--- src/hw/rtl/assert_macros.svh ---
// ----------------------------------------------------------------------------
// Assertion macros
// Concurrent assertion helpers used by the oscillator top level.
// ----------------------------------------------------------------------------
`ifndef ASSERT_MACROS_SVH
`define ASSERT_MACROS_SVH

`ifndef NO_ASSERTIONS

// Check an expression at every clock edge outside reset
`define ASSERT_ALWAYS(lbl, clk, rstn, expr) \
	lbl: assert property (@(posedge clk) disable iff (!rstn) (expr)) \
		else $error("assertion failed");

// Check a consequent in the same cycle as its antecedent
`define ASSERT_IMPLIES(lbl, clk, rstn, ante, cons) \
	lbl: assert property (@(posedge clk) disable iff (!rstn) (ante) |-> (cons)) \
		else $error("assertion failed");

// Check a consequent in the cycle after its antecedent
`define ASSERT_NEXT(lbl, clk, rstn, ante, cons) \
	lbl: assert property (@(posedge clk) disable iff (!rstn) (ante) |=> (cons)) \
		else $error("assertion failed");

`else

`define ASSERT_ALWAYS(lbl, clk, rstn, expr)
`define ASSERT_IMPLIES(lbl, clk, rstn, ante, cons)
`define ASSERT_NEXT(lbl, clk, rstn, ante, cons)

`endif

`endif

--- src/hw/rtl/lwo_pkg.sv ---
// ----------------------------------------------------------------------------
// lwo_pkg
// Shared codes, widths and control types of the looping wavetable oscillator.
// ----------------------------------------------------------------------------
`default_nettype none

package lwo_pkg;

	localparam int PHASE_W  = 32;
	localparam int SAMPLE_W = 16;
	localparam int FRAC_W   = 16;
	localparam int AMP_W    = 31;
	localparam int KIND_W   = 2;
	localparam int IB_W     = 4;
	localparam int CFG_IDX_W  = 3;
	localparam int CFG_DATA_W = 32;
	localparam logic [IB_W-1:0] IB_MIN = 4'd1;
	localparam logic [IB_W-1:0] IB_MAX = 4'd12;

	// Transaction kinds
	localparam logic [KIND_W-1:0] KIND_WRITE   = 2'd0;
	localparam logic [KIND_W-1:0] KIND_GEN     = 2'd1;
	localparam logic [KIND_W-1:0] KIND_RESTART = 2'd2;

	// Configuration register indexes
	localparam logic [CFG_IDX_W-1:0] CFG_LOOP_ENABLE = 3'd0;
	localparam logic [CFG_IDX_W-1:0] CFG_INDEX_BITS  = 3'd1;
	localparam logic [CFG_IDX_W-1:0] CFG_LOOP_END    = 3'd2;
	localparam logic [CFG_IDX_W-1:0] CFG_LOOP_LENGTH = 3'd3;
	localparam logic [CFG_IDX_W-1:0] CFG_MAX_PHASE   = 3'd4;

	// Operand selection of the shared multiplier
	typedef enum logic [1:0] {
		MUL_LO,
		MUL_HI,
		MUL_AMP
	} mul_sel_t;

	// Controller to datapath commands
	typedef struct packed {
		logic     ram_we;
		logic     rd_next;
		logic     capture;
		logic     phase_clr;
		mul_sel_t mul_sel;
		logic     ld_acc;
		logic     ld_blend;
		logic     ld_out;
		logic     ld_end;
	} lwo_cmd_t;

	// Datapath to controller status
	typedef struct packed {
		logic ended_now;
	} lwo_status_t;

endpackage

`default_nettype wire

--- src/hw/rtl/lwo_ctrl.sv ---
// ----------------------------------------------------------------------------
// lwo_ctrl
// Sequencer: accepts transactions, steps the datapath through interpolation.
// ----------------------------------------------------------------------------
`default_nettype none

module lwo_ctrl
	import lwo_pkg::*;
(
	input  wire logic              clk,
	input  wire logic              arst_n,
	input  wire logic              req_valid,
	output logic                   req_ready,
	input  wire logic [KIND_W-1:0] req_kind,
	output logic                   rsp_valid,
	input  wire logic              rsp_ready,
	input  wire lwo_status_t       status,
	output lwo_cmd_t               cmd
);

	typedef enum logic [2:0] {
		S_IDLE,
		S_LO,
		S_HI,
		S_SCALE,
		S_END
	} state_t;

	state_t state_q;
	logic   accept;
	logic   slot_free;
	logic   out_load;

	assign req_ready = (state_q == S_IDLE);
	assign accept    = req_valid && req_ready;
	assign slot_free = !rsp_valid || rsp_ready;
	assign out_load  = cmd.ld_out || cmd.ld_end;

	// Decode commands from state
	always_comb begin
		cmd           = '0;
		cmd.mul_sel   = MUL_LO;
		cmd.ram_we    = accept && (req_kind == KIND_WRITE);
		cmd.phase_clr = accept && (req_kind == KIND_RESTART);
		cmd.capture   = accept && (req_kind == KIND_GEN);
		unique case (state_q)
			S_IDLE: begin
			end
			S_LO: begin
				cmd.rd_next = 1'b1;
				cmd.mul_sel = MUL_LO;
				cmd.ld_acc  = 1'b1;
			end
			S_HI: begin
				cmd.mul_sel  = MUL_HI;
				cmd.ld_blend = 1'b1;
			end
			S_SCALE: begin
				cmd.mul_sel = MUL_AMP;
				cmd.ld_out  = slot_free;
			end
			S_END: begin
				cmd.ld_end = slot_free;
			end
			default: begin
			end
		endcase
	end

	// Hold state and output valid
	always_ff @(posedge clk or negedge arst_n) begin
		if (!arst_n) begin
			state_q   <= S_IDLE;
			rsp_valid <= 1'b0;
		end else begin
			if (out_load) begin
				rsp_valid <= 1'b1;
			end else if (rsp_ready) begin
				rsp_valid <= 1'b0;
			end
			unique case (state_q)
				S_IDLE: begin
					if (cmd.capture) begin
						state_q <= status.ended_now ? S_END : S_LO;
					end
				end
				S_LO:    state_q <= S_HI;
				S_HI:    state_q <= S_SCALE;
				S_SCALE: begin
					if (slot_free) begin
						state_q <= S_IDLE;
					end
				end
				S_END: begin
					if (slot_free) begin
						state_q <= S_IDLE;
					end
				end
				default: state_q <= S_IDLE;
			endcase
		end
	end

endmodule

`default_nettype wire

--- config.mk ---
export PLATFORM = sky130hd
export DESIGN_NAME = lwo_ctrl
export DESIGN_NICKNAME = d
export VERILOG_FILES = /design/src/hw/rtl/assert_macros.svh /design/src/hw/rtl/lwo_pkg.sv /design/src/hw/rtl/lwo_ctrl.sv
export SDC_FILE = /design/constraint.sdc
export NUM_CORES = 1
export LEC_CHECK = 0
export BUFFER_PORTS_ARGS = -buffer_cell sky130_fd_sc_hd__buf_2
export CAP_MARGIN = 40
export CORE_AREA = 2 2 39 41
export DETAILED_ROUTE_END_ITERATION = 16
export DIE_AREA = 0 0 41 43
export PLACE_DENSITY = 0.46
export SLEW_MARGIN = 20
export SYNTH_ARGS = -nofsm -noshare
export SYNTH_HDL_FRONTEND = slang
export SYNTH_SLANG_ARGS = --single-unit
--- constraint.sdc ---
create_clock -name clk -period 2.85 [get_ports clk]
set_clock_uncertainty 0.2 [all_clocks]
set_input_delay 0.285 -clock clk [delete_from_list [all_inputs] [get_ports clk]]
set_output_delay 0.285 -clock clk [all_outputs]
set_load 0.005 [all_outputs]
==> reports/summary.txt, run 1 <==
=======================================================================================
Result of the run                                                             completed
TritonCTS clock tree                                                              built
Number of sinks on the clock net                                                      4
Residual overflow from global routing                                                 0
Setup tns final                                                                    0 ns
Final HPWL from detailed placement                                               529 um
Final RePlAce weighted congestion                                                 0.686
Net load switching power                                                       0.143 mW
Effective utilization at floorplan                                                22.9%
Skew-Pair Late Insertion Delay                                                  0.23 ns
Logic gate share of total power                                                   48.1%
Area share of the largest cell type after synthesis                               31.6%
Largest driver fanout on the critical path                                           11
Clock buffers created by TritonCTS                                                    3
Sequential group share of total power                                             33.6%
Startpoint-to-endpoint class of the critical path                               reg2out
Row count                                                                            14
Crit path largest cell delay                                                    0.54 ns
WL final                                                                         672 um
Fraction of the yosys area taken by sequential cells                              31.6%
Core box area                                                                 1380 um^2
Dominant register cell in the synthesized netlist                               dfrtp_1
Period minus WS final                                                           1.79 ns
GRT Util Overall                                                                  9.59%
Worst hold-check path type                                                     in2async
Number of buffer and inverter instances along the worst setup path                    1
Slew at the pin with the worst max-slew slack                                  0.349 ns
Peak VDD IR                                                                      171 uV
Most instantiated cells after synthesis                                    dfrtp_1, buf_4, a211o_1, nor3b_1
Post-cts sizing count                                                                 0
Reg-to-reg slack, setup                                                         1.45 ns
Async SR Flop Fraction                                                             100%
Drt wl/cell                                                                     10.7 um
IO Count                                                                             19
Pwr per Cell Area                                                           897 nW/um^2
Count of buffers from port buffering                                                 18
Headroom to the max-slew limit                                                    76.7%
Number of library cell types mapped by synthesis                                     23
Setup repair after global routing missed its margin                                  no
Area growth, synth to finish                                                      32.8%
Post-synthesis cell type with the largest combined area                         dfrtp_1
Required time of the worst setup path                                           2.37 ns
Number of flops mapped to enable cells by yosys                                       0
Cell-by-cell trace of the critical path                                    and3b_4 -> and2_2 -> buf_2
Antenna violations before repair                                                      0
Kind of start point of the critical path                                           flop
Vias in the first global route                                                      248
Number of violations reported at the end of detailed-routing iteration 0              7
Via count                                                                           277
Synthesized cell area                                                          317 um^2
Clock tree root buffer cell                                                    clkbuf_4
Largest net degree at the start of global routing                                    12
Arrival time reported for the critical path endpoint                            1.31 ns
Register bit total from synthesis                                                     4
CP Depth                                                                              3
Count of final setup violators                                                        0
Portion of total power attributed to the clock network                            18.2%
Top cells by area, synth                                                   dfrtp_1, buf_4, a211o_1
Synthesized area per cell                                                     10.6 um^2
Cell area after layout                                                         420 um^2
Residual antenna-violating net count after detailed routing                           0
Final clock period utilization by the worst path                                  62.8%
Vias per cell                                                                      4.40
Crit path max-delay family                                                   flip-flops
Yosys synthesis warning count                                                         0
Share of final-layout standard cells stronger than drive strength 1               55.3%
Critical-path cell with the highest stage delay                                 dfrtp_1
Post-Syn Nets                                                                        37
First-pass GRT wire length                                                      1080 um
Number of cells produced by synthesis                                                30
Overall die width                                                                 41 um
Count of H-tree levels built during CTS                                               1
Die boundary height                                                               43 um
Type of destination of the critical path                                   primary output
Total Nets Final                                                                     56
First drt pass iteration count                                                        2
Count of antenna diodes in the layout                                                 0
Top-count cell post-synth                                                       dfrtp_1
Cell-internal power                                                            0.234 mW
Static Leakage                                                                 0.223 nW
Net switching fraction of the power                                               37.9%
Final hold violation count                                                            0
Worst reg2reg path depth                                                              2
Peak Freq                                                                       558 MHz
Number of remaining DRC errors                                                        0
Max-cap violations                                                                    0
Die Outline Area                                                              1760 um^2
Clock tree buffer depth                                                               2
Area post-placement                                                            388 um^2
Max-slew violation total from the final report                                        0
Clock slew seen by the registers of the worst setup and hold paths              0.04 ns
=======================================================================================
routing by layer:
metal  GRT usage (%)  vias to the layer above  share of wire, %
li1                -                      147                 -
met1            13.1                      119                46
met2            11.6                       11                46
met3            3.14                        0               7.1
met4            8.00                        0                 0
met5               0                        -                 0
metrics by stage:
step	hold WS (ns)	util [%]	instances	setup slack (ns)	power [mW]
4_1_cts	0.181	30.4	63	1.05	0.386
5_1_grt	0.198	30.4	63	0.966	0.414
3_3_place_gp	-0.108	28.0	59	1.30	0.315
6_report	0.189	30.4	63	1.06	0.377
2_1_floorplan	-0.211	-	30	1.35	0.263
3_5_place_dp	-0.106	28.0	59	1.31	0.311
final timing paths:
kind / startpoint / end
max in group asynchronous: arst_n / state_q[0]
hold reg to reg: rsp_valid / state_q[1]
hold / removal: arst_n / state_q[1]
min in group clk: rsp_ready / state_q[1]
setup / recovery: state_q[2] / cmd[1]
setup reg to reg: state_q[2] / rsp_valid
kinds of logic after synthesis:
logic type      synth area share [%]
buf+inv                         12.3
flops                           31.6
compound gates                  13.0
simple gates                    43.1
state kept, by name, summed over array words and instances (netlist names):
signal     flops
state_q        3
rsp_valid      1
layout make-up:
type | count | area (um^2)
Multi-Input combinational cell | 21 | 178
Clock buffer | 3 | 22.5
Fill cell | 159 | 963
Timing Repair Buffer | 19 | 100
Tap cell | 16 | 20.0
Sequential cell | 4 | 100
cells in the final DEF (no fill, tap or decap), types with 2 or more instances in the layout:
master	Yosys	routed
buf_2	1	18
nor3b_1	2	2
dfrtp_1	4	4
a211o_1	2	2
clkbuf_4	0	3
power groups by stage:
stage          Sequential (mW)  Combinational [mW]  Clock, mW
4_1_cts                  0.126               0.186     0.0730
2_1_floorplan           0.0887               0.175          0
3_3_place_gp             0.129               0.186          0
6_report                 0.127               0.181     0.0688
3_5_place_dp             0.127               0.185          0
5_1_grt                  0.133               0.205     0.0762
timing repair:
item | 4_1_cts | 5_1_grt
hold buffers | 1 | 0
endpoints found under the hold margin | 4 | 0
setup buffers | 0 | 0
Power figures use the tool's default switching activity.
==> run 2, diff against run 1 <==
PLACE_DENSITY = 0.48   (was 0.46)
clock period = 1.5 ns   (was 2.85 ns; I/O delays follow)
==> run 2 against run 1 <==
Compared with the run above: register-to-register slack worse by 1.5 ns; clock-buffer cell count unchanged; sequential share of layout area down 3.8 points; worst hold slack worse by 0.14 ns; sequential power up 81%; power up 150%; cell count up 13%; the run now ends with negative setup slack left.
==> reports/summary.txt, run 2 (synthesis gave the netlist of run 1 again) <==
=======================================================================================
Result of the run                                                          complete, but fails checks
Failing checks                                                             negative setup slack
Cell area after layout                                                         518 um^2
Crit path largest cell delay                                                    0.43 ns
Worst reg2reg path depth                                                              5
Period minus WS final                                                           1.57 ns
Total power after layout                                                       0.936 mW
Number of flip-flops under the largest register name                                  3
Vias per cell                                                                      4.41
Effective utilization at floorplan                                                22.9%
Most frequent cells in the layout                                          buf_2, buf_4, clkbuf_4, dfrtp_2
Largest driver fanout on the critical path                                            5
Final hold violation count                                                            0
Required time of the worst setup path                                           1.15 ns
Peak VDD IR                                                                      466 uV
Max-cap violations                                                                    0
Area post-placement                                                            395 um^2
Die boundary height                                                               43 um
IO Count                                                                             19
Clock tree buffer depth                                                               2
First-pass GRT wire length                                                      1280 um
Count of buffers from port buffering                                                 18
Clock buffers created by TritonCTS                                                    3
Total Nets Final                                                                     64
Final hold slack                                                              0.0487 ns
Reg-to-reg endpoint                                                          state_q[0]
Type of destination of the critical path                                   primary output
Launch instance of the worst register-to-register path                       state_q[1]
Largest register by flop count                                                  state_q
Kind of start point of the critical path                                           flop
Row count                                                                            14
Number of sinks on the clock net                                                      4
Core box area                                                                 1380 um^2
Startpoint-to-endpoint class of the critical path                               reg2out
Headroom to the max-slew limit                                                    82.0%
Clock slew seen by the registers of the worst setup and hold paths              0.04 ns
CP Depth                                                                              3
Reg-to-reg slack, setup                                                        -0.01 ns
Crit path max-delay family                                                 simple AND/OR/NAND/NOR gates
Max-slew violation total from the final report                                        0
Final RePlAce weighted congestion                                                 0.715
Number of buffer and inverter instances along the worst setup path                    1
Skew-Pair Late Insertion Delay                                                  0.23 ns
Static Leakage                                                                 0.268 nW
Residual antenna-violating net count after detailed routing                           0
Die Outline Area                                                              1760 um^2
Final HPWL from detailed placement                                               543 um
Critical-path cell with the highest stage delay                                 dfrtp_2
Most common cell after layout, fill and taps aside                                buf_2
Final clock period utilization by the worst path                                   105%
Count of antenna diodes in the layout                                                 0
Number of remaining DRC errors                                                        0
Clock tree root buffer cell                                                    clkbuf_4
WL final                                                                         729 um
Top Registers                                                              state_q: 3 flops, rsp_valid: 1 flops
Overall die width                                                                 41 um
Count of final setup violators                                                        7
Arrival time reported for the critical path endpoint                            1.22 ns
GRT Util Overall                                                                  11.5%
Slew at the pin with the worst max-slew slack                                  0.267 ns
Antenna violations before repair                                                      0
Area growth, synth to finish                                                      63.6%
Peak Freq                                                                       637 MHz
Final core utilization                                                            37.4%
First drt pass iteration count                                                        2
Cell-by-cell trace of the critical path                                    nor3_4 -> and4bb_2 -> buf_2
Vias in the first global route                                                      300
Largest net degree at the start of global routing                                     7
Dpl ws                                                                        0.0927 ns
Via count                                                                           313
Count of H-tree levels built during CTS                                               1
Residual overflow from global routing                                                 0
Worst hold-check path type                                                     in2async
Pwr per Cell Area                                                          1810 nW/um^2
Setup repair after global routing missed its margin                                 yes
TritonCTS clock tree                                                              built
Number of violations reported at the end of detailed-routing iteration 0              5
Share of final-layout standard cells stronger than drive strength 1               70.9%
Drt wl/cell                                                                     10.3 um
Final Worst Setup Slack                                                      -0.0696 ns
=======================================================================================
run 2: cell types whose count changed in the layout (fill, tap and decap cells not counted), sizes merged:
cell / delta
buf: +8
run 2: final cells by class:
type	count	area, um^2
Clock buffer	3	22.5
Fill cell	143	866
Multi-Input combinational cell	21	201
Sequential cell	4	104
Tap cell	16	20.0
Timing Repair Buffer	27	170
run 2: power breakdown:
part	internal [mW]	leakage (nW)	total, mW	switching [mW]
Combinational	0.370	0.209	0.576	0.206
Clock	0.0893	0.0138	0.130	0.0406
Sequential	0.157	0.0456	0.230	0.0722
Total	0.617	0.268	0.936	0.319
run 2: worst register-to-register path: cells and delay by family (launching register included):
| kind | cells | cell delay, ns |
|---|---|---|
| and+or+nand+nor | 1 | 0.14 |
| buffers and inverters | 3 | 0.38 |
| AOI/OAI and AO/OA | 1 | 0.22 |
| DFF | 1 | 0.45 |
run 2: how the worst max path moves through the flow:
stage | startpoint | end | slack (ns)
after floorplan | state_q[0] | cmd[4] | 0.13
after global placement | state_q[1] | cmd[4] | 0.08
after detailed placement | state_q[1] | cmd[2] | 0.09
after CTS | state_q[2] | cmd[9] | -0.09
after global routing | state_q[2] | cmd[9] | -0.14
final | state_q[2] | cmd[9] | -0.07
run 2: routing by layer:
layer  wire [um]  GRT usage (%)  up-vias  share of wire (%)
li1            -              -      162                  -
met4           0           8.00        0                  0
met5           0              0        -                  0
met2         390           16.9       11                 53
met3          40           4.71        0                5.5
met1         297           12.7      140                 41
run 2: through the flow:
step / std cells / TNS (ns)
4_1_cts: 70 / -0.320
6_report: 71 / -0.207
5_1_grt: 71 / -0.960
3_3_place_gp: 60 / 0
3_5_place_dp: 60 / 0
2_1_floorplan: 30 / 0
run 2: what timing repair did:
item,4_1_cts,5_1_grt
pin swaps,4,5
setup endpoints to repair,9,9
hold buffers,1,0
buffers inserted,6,1
hold endpoints to repair,4,0
gates resized for setup,8,2
